$ cat config.mk
export PLATFORM = sky130hd
export DESIGN_NAME = key_sequence_matcher
export DESIGN_NICKNAME = d
export VERILOG_FILES = /design/src/hdl/ksm_pkg.sv /design/src/hdl/ksm_cell.sv /design/src/hdl/key_sequence_matcher.sv
export SDC_FILE = /design/constraint.sdc
export NUM_CORES = 2
export LEC_CHECK = 0
export ABC_AREA = 1
export BUFFER_PORTS_ARGS = -buffer_cell sky130_fd_sc_hd__buf_2
export CORE_MARGIN = 8
export CORE_UTILIZATION = 60
export CTS_BUF_LIST = sky130_fd_sc_hd__clkbuf_2 sky130_fd_sc_hd__clkbuf_4 sky130_fd_sc_hd__clkbuf_8
export CTS_CLUSTER_SIZE = 10
export DETAILED_ROUTE_END_ITERATION = 12
export PLACE_DENSITY = 0.76
export SETUP_SLACK_MARGIN = 0.5
export SYNTH_ARGS = -nofsm -noshare
export SYNTH_HDL_FRONTEND = slang
export SYNTH_SLANG_ARGS = --single-unit
$ cat constraint.sdc
create_clock -name clk_i -period 8.84 [get_ports clk_i]
set_input_delay 1.326 -clock clk_i [delete_from_list [all_inputs] [get_ports clk_i]]
set_output_delay 1.326 -clock clk_i [all_outputs]
set_load 0.005 [all_outputs]
$ cat src/hdl/ksm_pkg.sv
// Shared types, command codes and default sizes for the key sequence matcher.
`default_nettype none

package ksm_pkg;

  // Default sizes handed to the top-level parameters.
  localparam int unsigned MaxSequencesDef      = 16;
  localparam int unsigned MaxSequenceLengthDef = 8;
  localparam int unsigned KeyBitsDef           = 16;

  // Fixed field widths of the beats.
  localparam int unsigned CmdW      = 2;
  localparam int unsigned KeyCodeW  = 16;
  localparam int unsigned EntryIdxW = 4;
  localparam int unsigned EntryPosW = 3;
  localparam int unsigned WordW     = 16;
  localparam int unsigned CountW    = 5;
  localparam int unsigned ProgressW = 4;

  // Command codes.
  localparam logic [CmdW-1:0] CMD_KEY  = 2'd0;
  localparam logic [CmdW-1:0] CMD_WORD = 2'd1;
  localparam logic [CmdW-1:0] CMD_LEN  = 2'd2;

  typedef struct packed {
    logic [CmdW-1:0]      cmd;
    logic [KeyCodeW-1:0]  key_code;
    logic                 is_repeat;
    logic [EntryIdxW-1:0] entry_index;
    logic [EntryPosW-1:0] entry_position;
    logic [WordW-1:0]     entry_word;
  } in_t;

  typedef struct packed {
    logic                 matched;
    logic [EntryIdxW-1:0] match_index;
    logic                 rejected;
    logic [ProgressW-1:0] progress;
  } out_t;

  // Table write broadcast to every cell.
  typedef struct packed {
    logic                 key_we;
    logic                 len_we;
    logic [EntryIdxW-1:0] index;
    logic [EntryPosW-1:0] position;
    logic [WordW-1:0]     word;
  } cell_wr_t;

  // Scan flags handed from one cell to the next.
  typedef struct packed {
    logic found;
    logic open;
  } run_flags_t;

endpackage : ksm_pkg

`default_nettype wire

$ cat src/hdl/ksm_cell.sv
// One matcher cell: holds one table entry and advances the range scan by one entry.
`default_nettype none

module ksm_cell #(
  parameter int unsigned MAX_SEQUENCES       = ksm_pkg::MaxSequencesDef,
  parameter int unsigned MAX_SEQUENCE_LENGTH = ksm_pkg::MaxSequenceLengthDef,
  parameter int unsigned KEY_BITS            = ksm_pkg::KeyBitsDef,
  parameter int unsigned CELL_INDEX          = 0,
  localparam int unsigned IdxW = $clog2(MAX_SEQUENCES),
  localparam int unsigned PosW = $clog2(MAX_SEQUENCE_LENGTH + 1)
) (
  input  wire                        clk_i,
  input  wire                        rst_ni,
  input  wire ksm_pkg::cell_wr_t     wr_i,
  input  wire [KEY_BITS-1:0]         key_i,
  input  wire [PosW-1:0]             pos_i,
  input  wire [IdxW-1:0]             lo_i,
  input  wire [IdxW-1:0]             hi_i,
  input  wire ksm_pkg::run_flags_t   prev_flags_i,
  input  wire [IdxW-1:0]             prev_first_i,
  input  wire [IdxW-1:0]             prev_last_i,
  input  wire [PosW-1:0]             prev_len_i,
  output ksm_pkg::run_flags_t        flags_o,
  output logic [IdxW-1:0]            first_o,
  output logic [IdxW-1:0]            last_o,
  output logic [PosW-1:0]            len_o
);
  import ksm_pkg::*;

  localparam int unsigned AddrW = (MAX_SEQUENCE_LENGTH > 1) ? $clog2(MAX_SEQUENCE_LENGTH) : 1;
  localparam logic [IdxW-1:0] MyIdx = IdxW'(CELL_INDEX);

  logic [KEY_BITS-1:0]   mem [MAX_SEQUENCE_LENGTH];
  logic [KEY_BITS-1:0]   rdata_q;
  logic [PosW-1:0]       len_q;
  logic [KEY_BITS+WordW-1:0]  word_ext;
  logic [AddrW+EntryPosW-1:0] waddr_ext;
  logic [AddrW+PosW-1:0]      raddr_ext;
  logic                  sel;
  logic                  key_we;
  logic                  len_we;
  logic                  in_range;
  logic                  hit;
  logic [PosW-1:0]       len_sat;

  run_flags_t            flags_d, flags_q;
  logic [IdxW-1:0]       first_d, first_q, last_d, last_q;
  logic [PosW-1:0]       len_d, len_out_q;

  assign word_ext  = {{KEY_BITS{1'b0}}, wr_i.word};
  assign waddr_ext = {{AddrW{1'b0}}, wr_i.position};
  assign raddr_ext = {{AddrW{1'b0}}, pos_i};

  assign sel    = (32'(wr_i.index) == 32'(CELL_INDEX));
  assign key_we = wr_i.key_we && sel && (32'(wr_i.position) < MAX_SEQUENCE_LENGTH);
  assign len_we = wr_i.len_we && sel;
  assign len_sat = (wr_i.word > WordW'(MAX_SEQUENCE_LENGTH)) ? PosW'(MAX_SEQUENCE_LENGTH)
                                                            : wr_i.word[PosW-1:0];

  always_ff @(posedge clk_i) begin
    if (key_we) begin
      mem[waddr_ext[AddrW-1:0]] <= word_ext[KEY_BITS-1:0];
    end
    rdata_q <= mem[raddr_ext[AddrW-1:0]];
  end

  always_ff @(posedge clk_i) begin
    if (len_we) begin
      len_q <= len_sat;
    end
  end

  // A position at or past the entry length never matches.
  assign in_range = (MyIdx >= lo_i) && (MyIdx <= hi_i);
  assign hit      = in_range && (pos_i < len_q) && (rdata_q == key_i);

  always_comb begin
    flags_d = prev_flags_i;
    first_d = prev_first_i;
    last_d  = prev_last_i;
    len_d   = prev_len_i;
    if (!prev_flags_i.found) begin
      if (hit) begin
        flags_d.found = 1'b1;
        flags_d.open  = 1'b1;
        first_d       = MyIdx;
        last_d        = MyIdx;
        len_d         = len_q;
      end
    end else if (prev_flags_i.open) begin
      if (hit) begin
        last_d = MyIdx;
      end else begin
        flags_d.open = 1'b0;
      end
    end
  end

  always_ff @(posedge clk_i or negedge rst_ni) begin
    if (!rst_ni) begin
      flags_q <= '0;
    end else begin
      flags_q <= flags_d;
    end
  end

  always_ff @(posedge clk_i) begin
    first_q   <= first_d;
    last_q    <= last_d;
    len_out_q <= len_d;
  end

  assign flags_o = flags_q;
  assign first_o = first_q;
  assign last_o  = last_q;
  assign len_o   = len_out_q;

endmodule : ksm_cell

`default_nettype wire

$ cat src/hdl/key_sequence_matcher.sv
// Top level of the key sequence matcher: control, matcher state and the row of entry cells.
//
// Usage. Input beats arrive on in_valid_i/in_ready_o carrying ksm_pkg::in_t. A command
// either writes a key word or a length into the table, or presents a key event. Every
// input beat yields exactly one result beat on out_valid_o/out_ready_i carrying
// ksm_pkg::out_t: matched with the entry index, rejected, and the progress count.
// The user writes the sequence_count register on cfg_valid_i/cfg_ready_o only while the
// block is idle; the block does not enforce it. A write clamps the value to 1..MAX_SEQUENCES
// and restarts the matcher. The result of a table write, a repeat event or an unknown
// command goes from the result register into the output register. A key event first
// scans: the scan ripples down the row of cells, the finish state updates the range, and
// the result state loads the output register; the length of the cell row sets how long the
// scan takes. One item is worked on at a time; the next beat is accepted once the result
// sits in the output register, even while the receiver has not yet taken it.
// Reset. The matcher restarts with one entry in use and position zero; the table
// contents are undefined until written. If the receiver stalls, a finished result waits
// in the output register and the following result waits in the block until it drains.
`default_nettype none

module key_sequence_matcher #(
  parameter int unsigned MAX_SEQUENCES       = ksm_pkg::MaxSequencesDef,
  parameter int unsigned MAX_SEQUENCE_LENGTH = ksm_pkg::MaxSequenceLengthDef,
  parameter int unsigned KEY_BITS            = ksm_pkg::KeyBitsDef
) (
  input  wire                              clk_i,
  input  wire                              rst_ni,
  input  wire                              in_valid_i,
  output logic                             in_ready_o,
  input  wire ksm_pkg::in_t                in_data_i,
  output logic                             out_valid_o,
  input  wire                              out_ready_i,
  output ksm_pkg::out_t                    out_data_o,
  input  wire                              cfg_valid_i,
  output logic                             cfg_ready_o,
  input  wire [ksm_pkg::CountW-1:0]        cfg_data_i
);
  import ksm_pkg::*;

  localparam int unsigned IdxW = $clog2(MAX_SEQUENCES);
  localparam int unsigned PosW = $clog2(MAX_SEQUENCE_LENGTH + 1);
  localparam int unsigned CntW = $clog2(MAX_SEQUENCES + 1);
  localparam logic [IdxW-1:0] ScanLast = IdxW'(MAX_SEQUENCES - 1);

  // Controller states.
  localparam logic [1:0] ST_IDLE   = 2'd0;
  localparam logic [1:0] ST_SCAN   = 2'd1;
  localparam logic [1:0] ST_FINISH = 2'd2;
  localparam logic [1:0] ST_RESULT = 2'd3;

  logic [1:0]          state_q, state_d;
  logic [IdxW-1:0]     scan_cnt_q, scan_cnt_d;
  logic [CntW-1:0]     count_q, count_d;
  logic [IdxW-1:0]     lo_q, lo_d, hi_q, hi_d;
  logic [PosW-1:0]     pos_q, pos_d;
  logic [KEY_BITS-1:0] key_q, key_d;
  out_t                res_q, res_d;
  out_t                out_q;
  logic                out_valid_q;

  logic                in_fire;
  logic                cfg_fire;
  logic                key_event;
  logic [KEY_BITS+KeyCodeW-1:0] key_ext;
  logic [IdxW-1:0]     last_entry;
  logic [IdxW-1:0]     hi_eff;
  logic [IdxW-1:0]     restart_hi;
  logic [CntW-1:0]     cfg_count;
  logic [PosW-1:0]     pos_inc;
  logic [ProgressW+PosW-1:0] prog_ext;
  logic [EntryIdxW+IdxW-1:0] idx_ext;
  logic                out_free;
  cell_wr_t            wr;

  run_flags_t          flags_w [MAX_SEQUENCES+1];
  logic [IdxW-1:0]     first_w [MAX_SEQUENCES+1];
  logic [IdxW-1:0]     last_w  [MAX_SEQUENCES+1];
  logic [PosW-1:0]     len_w   [MAX_SEQUENCES+1];

  assign in_ready_o  = (state_q == ST_IDLE);
  assign cfg_ready_o = 1'b1;
  assign in_fire     = in_valid_i && in_ready_o;
  assign cfg_fire    = cfg_valid_i && cfg_ready_o;
  assign key_event   = (in_data_i.cmd == CMD_KEY) && !in_data_i.is_repeat;
  assign out_free    = !out_valid_q || out_ready_i;

  // Only the low KEY_BITS bits of a key code take part in the comparison.
  assign key_ext = {{KEY_BITS{1'b0}}, in_data_i.key_code};

  // The scan never goes past the last entry in use.
  assign last_entry = IdxW'(count_q - 1'b1);
  assign hi_eff     = (hi_q > last_entry) ? last_entry : hi_q;
  assign restart_hi = last_entry;

  always_comb begin
    if (cfg_data_i == '0) begin
      cfg_count = CntW'(1);
    end else if (32'(cfg_data_i) > MAX_SEQUENCES) begin
      cfg_count = CntW'(MAX_SEQUENCES);
    end else begin
      cfg_count = CntW'(cfg_data_i);
    end
  end

  // Table writes go straight to the cells on the accepting edge.
  always_comb begin
    wr.key_we   = in_fire && (in_data_i.cmd == CMD_WORD);
    wr.len_we   = in_fire && (in_data_i.cmd == CMD_LEN);
    wr.index    = in_data_i.entry_index;
    wr.position = in_data_i.entry_position;
    wr.word     = in_data_i.entry_word;
  end

  // The head of the row sees an empty scan.
  assign flags_w[0] = '0;
  assign first_w[0] = '0;
  assign last_w[0]  = '0;
  assign len_w[0]   = '0;

  for (genvar k = 0; k < MAX_SEQUENCES; k++) begin : g_cell
    ksm_cell #(
      .MAX_SEQUENCES      (MAX_SEQUENCES),
      .MAX_SEQUENCE_LENGTH(MAX_SEQUENCE_LENGTH),
      .KEY_BITS           (KEY_BITS),
      .CELL_INDEX         (k)
    ) u_cell (
      .clk_i       (clk_i),
      .rst_ni      (rst_ni),
      .wr_i        (wr),
      .key_i       (key_q),
      .pos_i       (pos_q),
      .lo_i        (lo_q),
      .hi_i        (hi_eff),
      .prev_flags_i(flags_w[k]),
      .prev_first_i(first_w[k]),
      .prev_last_i (last_w[k]),
      .prev_len_i  (len_w[k]),
      .flags_o     (flags_w[k+1]),
      .first_o     (first_w[k+1]),
      .last_o      (last_w[k+1]),
      .len_o       (len_w[k+1])
    );
  end

  assign pos_inc = pos_q + 1'b1;

  always_comb begin
    state_d    = state_q;
    scan_cnt_d = scan_cnt_q;
    count_d    = count_q;
    lo_d       = lo_q;
    hi_d       = hi_q;
    pos_d      = pos_q;
    key_d      = key_q;
    res_d      = res_q;
    prog_ext   = '0;
    idx_ext    = '0;

    unique case (state_q)
      ST_IDLE: begin
        if (in_fire) begin
          if (key_event) begin
            key_d      = key_ext[KEY_BITS-1:0];
            scan_cnt_d = '0;
            state_d    = ST_SCAN;
          end else begin
            // Writes, repeats and unknown commands leave the matcher alone.
            prog_ext          = {{ProgressW{1'b0}}, pos_q};
            res_d.matched     = 1'b0;
            res_d.match_index = '0;
            res_d.rejected    = 1'b0;
            res_d.progress    = prog_ext[ProgressW-1:0];
            state_d           = ST_RESULT;
          end
        end
      end
      ST_SCAN: begin
        scan_cnt_d = scan_cnt_q + 1'b1;
        if (scan_cnt_q == ScanLast) begin
          state_d = ST_FINISH;
        end
      end
      ST_FINISH: begin
        res_d.matched     = 1'b0;
        res_d.match_index = '0;
        res_d.rejected    = 1'b0;
        res_d.progress    = '0;
        if (!flags_w[MAX_SEQUENCES].found) begin
          res_d.rejected = 1'b1;
          lo_d           = '0;
          hi_d           = restart_hi;
          pos_d          = '0;
        end else if ((first_w[MAX_SEQUENCES] == last_w[MAX_SEQUENCES]) &&
                     ({1'b0, pos_inc} == {1'b0, len_w[MAX_SEQUENCES]})) begin
          idx_ext           = {{EntryIdxW{1'b0}}, first_w[MAX_SEQUENCES]};
          res_d.matched     = 1'b1;
          res_d.match_index = idx_ext[EntryIdxW-1:0];
          lo_d              = '0;
          hi_d              = restart_hi;
          pos_d             = '0;
        end else begin
          prog_ext       = {{ProgressW{1'b0}}, pos_inc};
          res_d.progress = prog_ext[ProgressW-1:0];
          lo_d           = first_w[MAX_SEQUENCES];
          hi_d           = last_w[MAX_SEQUENCES];
          pos_d          = pos_inc;
        end
        state_d = ST_RESULT;
      end
      ST_RESULT: begin
        if (out_free) begin
          state_d = ST_IDLE;
        end
      end
      default: begin
        state_d = ST_IDLE;
      end
    endcase

    // A count write restarts the matcher.
    if (cfg_fire) begin
      count_d = cfg_count;
      lo_d    = '0;
      hi_d    = IdxW'(cfg_count - 1'b1);
      pos_d   = '0;
    end
  end

  always_ff @(posedge clk_i or negedge rst_ni) begin
    if (!rst_ni) begin
      state_q     <= ST_IDLE;
      scan_cnt_q  <= '0;
      count_q     <= CntW'(1);
      lo_q        <= '0;
      hi_q        <= '0;
      pos_q       <= '0;
      out_valid_q <= 1'b0;
    end else begin
      state_q    <= state_d;
      scan_cnt_q <= scan_cnt_d;
      count_q    <= count_d;
      lo_q       <= lo_d;
      hi_q       <= hi_d;
      pos_q      <= pos_d;
      if ((state_q == ST_RESULT) && out_free) begin
        out_valid_q <= 1'b1;
      end else if (out_ready_i) begin
        out_valid_q <= 1'b0;
      end
    end
  end

  always_ff @(posedge clk_i) begin
    key_q <= key_d;
    res_q <= res_d;
    if ((state_q == ST_RESULT) && out_free) begin
      out_q <= res_q;
    end
  end

  assign out_valid_o = out_valid_q;
  assign out_data_o  = out_q;

  // The candidate range is never inverted between items.
  a_range_order : assert property (@(posedge clk_i) disable iff (!rst_ni)
    (state_q == ST_IDLE) |-> (lo_q <= hi_q))
    else $error("candidate range inverted");

  // The position never runs past the longest sequence.
  a_pos_bound : assert property (@(posedge clk_i) disable iff (!rst_ni)
    (32'(pos_q) <= MAX_SEQUENCE_LENGTH))
    else $error("match position out of bounds");

  // A match or a reject always leaves the matcher at its start.
  a_restart : assert property (@(posedge clk_i) disable iff (!rst_ni)
    (out_valid_o && (out_data_o.matched || out_data_o.rejected)) |->
      (!(out_data_o.matched && out_data_o.rejected) && (out_data_o.progress == '0)))
    else $error("result flags inconsistent");

  // The range update only follows a full pass down the cell row.
  a_finish_after_scan : assert property (@(posedge clk_i) disable iff (!rst_ni)
    (state_q == ST_FINISH) |-> ($past(state_q) == ST_SCAN) && ($past(scan_cnt_q) == ScanLast))
    else $error("range update without a full scan");

endmodule : key_sequence_matcher

`default_nettype wire

==> results.cfg <==
[cts]
clock-root-buffer = clkbuf_8
clock_latency_ns = 1.10
cts_tree = yes
numClockSinks = 2619
ctsHoldBuffers = 0
cts_buffers = 409
cts_buffer_depth = 4
post_cts_buffers = 0
cts_resized = 0
cts_max_level = 5
clk_pin_slew_ns = 0.06

[floorplan]
start_util = 0.602
core_area_sq_mm = 0.167
fp.dieW_microns = 425
pin_count = 65
dieArea_sq_mm = 0.181
rows = 150
dieHeight_microns = 425

[routing]
drt-wirelength-per-cell_microns = 24.5
dr.pass1.iters = 8
drtIter0Drc = 7971
ant_nets = 0
drt-total-wl_microns = 270000
viasPerCell = 6.06
vias = 66600
drcViolationCount = 0

[cells_and_area]
final_nets = 8567
nFillCells = 11400
drive_gt1_frac = 0.123
syn_to_final_growth_pct = 11.3

[pwr]
powerDensity_mw_per_mm2 = 219
leakage_nw = 40.3
peakVddDrop_mv = 0.165

[timing]
maxSlewHeadroom = 0.0101
fmax_mhz = 219
tns_ns = 0
whs_ns = 0.388
setup_viol = 0
maxSlewViolCount = 0
finalHoldViolCount = 0
skew_ns = 0.0707
fin_crit_sh = 0.516
rsz0062_at_grt = no
worst_slew_pin_slew_ns = 1.48
period_minus_slack_ns = 4.56

[global_route]
grt_usage = 0.292
grt_pass1_wl_microns = 396000
grt_pass1_vias = 64700
grt_max_degree = 248
antenna_found_initial = 13
gr-total-overflow = 0

[synthesis]
synth_cell_types = 60
syn_nets = 8323
synth-main-ff-cell = edfxtp_1
yosys_warnings = 0
synth.top_cells.by_count = edfxtp_1, nor2_1, o21ai_0
yosys.area.top_type = edfxtp_1
synthArstFlopShare = 0.0202
synth_top_area_share = 0.643
synth_area_sq_mm = 0.100
syn_inst = 8212
syn_avg_cell_area_sq_um = 12.2
synth.area.top_cells = edfxtp_1, dfxtp_1, nor2_1
synth_most_common_cell = edfxtp_1
synth-edff-count = 2148
ys_ff_latch = 2619
synth-seq-area-share = 0.740

[placed_design]
io_buffers = 63
hpwl_microns = 146000
place_congestion = 0.896

[worst_setup_path]
worstPathRequired_ns = 9.79
crit_fanout = 242
crit_path_cell_trace = inv_8, buf_12, a21boi_0, o21ai_0, nand2_1, nand2_1, nand2_1, nor3_2, nand3_1, nand2_1, nand2_1
critPathLaunchType = flop
path_common_cell = nand2_1
slowest_delay_ns = 0.84
slowest_stage = dfrtp_4
worstSetupPathType = reg2reg
cp.arrival_ns = 5.51
crit_path_end_kind = flop

[worst_hold_path]
holdCritPathClass = reg2reg

[run]
cap_viol_max_count = 0

[run_status]
status = finished, final reports clean
[power breakdown]
| group | switching, mW | internal [mW] | total, mW |
|---|---|---|---|
| registers | 0.0345 | 13.4 | 13.5 |
| clock network | 4.58 | 5.66 | 10.2 |
| logic | 0.591 | 0.137 | 0.728 |
[per-stage QoR]
step                 util  power [mW]  setup slack, ns  area (sq um)  instances
global route        0.670        25.1             4.05        112000      11000
floorplan               -        14.0             5.43        100000       8212
global placement    0.620        14.4             3.14        103000      10200
CTS                 0.670        24.5             4.34        112000      11000
finish              0.670        24.4             4.28        112000      11000
detailed placement  0.620        14.4             4.33        103000      10200
[routing by layer]
metal	track usage	share of wire	vias to the layer above
met5	0	0.00021	-
met4	0.160	0.059	8
met3	0.0688	0.12	797
met2	0.458	0.46	3966
met1	0.378	0.37	32300
li1	-	-	29500
[cells in the final DEF (no fill, tap or decap), types with 8 or more instances in the layout]
| master | Yosys | layout |
|---|---|---|
| edfxtp_1 | 2148 | 2148 |
| nor2_1 | 2129 | 2124 |
| o21ai_0 | 1102 | 1102 |
| nand2_1 | 504 | 504 |
| clkbuf_8 | 0 | 465 |
| dfxtp_1 | 418 | 418 |
| inv_1 | 298 | 298 |
| o22ai_1 | 277 | 277 |
| a31oi_1 | 256 | 256 |
| buf_4 | 17 | 226 |
| clkbuf_4 | 0 | 156 |
| nand3_1 | 85 | 82 |
| xnor2_1 | 64 | 64 |
| ha_1 | 59 | 59 |
| clkinv_2 | 0 | 59 |
| xor2_1 | 58 | 58 |
| clkinv_1 | 1 | 51 |
| dfrtp_1 | 52 | 50 |
| buf_2 | 93 | 47 |
| nand4_1 | 43 | 43 |
| nor3_1 | 32 | 32 |
| nand3b_1 | 27 | 27 |
| a21oi_1 | 23 | 23 |
| o21ai_1 | 21 | 21 |
| nand3_2 | 16 | 19 |
| or2_2 | 19 | 19 |
| inv_2 | 20 | 17 |
| nor2_2 | 8 | 13 |
| o21a_1 | 13 | 13 |
| a21boi_0 | 11 | 11 |
| buf_12 | 0 | 9 |
| nand2_2 | 8 | 8 |
[flip-flops by register name (all words and copies together), names as in the netlist]
name	count
count_q	4
g_cell.u_cell.first_o	49
g_cell.u_cell.flags_o	30
g_cell.u_cell.last_o	49
g_cell.u_cell.len_o	64
g_cell.u_cell.len_q	64
g_cell.u_cell.mem	2048
g_cell.u_cell.rdata_q	256
hi_q	4
key_q	16
lo_q	4
out_data_o	10
out_valid_o	1
pos_q	4
res_q	10
scan_cnt_q	4
state_q	2
[worst max-delay path: cells and delay by family (launching register included)]
kind            cells  cell delay, ns
compound gates      2            0.39
buf+inv             2            1.41
simple gates        7            1.55
flops               1            0.84
[final cells by class]
class,count,area [sq um],share of cell area
Antenna cell,4,10.0,0.0000897
Clock buffer,621,7570,0.0678
Clock inverter,121,733,0.00657
Inverter,320,1230,0.0110
Multi-Input combinational cell,4821,23000,0.206
Sequential cell,2619,74200,0.665
Tap cell,2204,2760,0.0247
Timing Repair Buffer,285,2150,0.0193
[worst paths after layout]
kind | startpoint | endpoint | slack (ns) | cells after the start
worst min-delay path | g_cell[6].u_cell.last_o[2] | g_cell[7].u_cell.last_o[2] | 0.39 | 1
worst max register to register | pos_q[0] | g_cell[1].u_cell.len_o[0] | 4.28 | 11
worst min register to register | g_cell[6].u_cell.last_o[2] | g_cell[7].u_cell.last_o[2] | 0.39 | 1
worst max-delay path | pos_q[0] | g_cell[1].u_cell.len_o[0] | 4.28 | 11
max in group asynchronous | rst_ni | pos_q[1] | 7.81 | 2
min in group asynchronous | rst_ni | scan_cnt_q[0] | 0.43 | 2
[logic make-up after synthesis]
kind of cell / after synthesis / synth area share
AOI/OAI and AO/OA: 1729 / 0.0944
xor gates and xnor gates: 122 / 0.0107
adders and majority gates: 59 / 0.00736
buffers and inverters: 772 / 0.0317
DFF: 2619 / 0.740
other: 1 / 0.0000374
and+or+nand+nor: 2910 / 0.116
No activity file was read; power rests on OpenSTA's default activity.
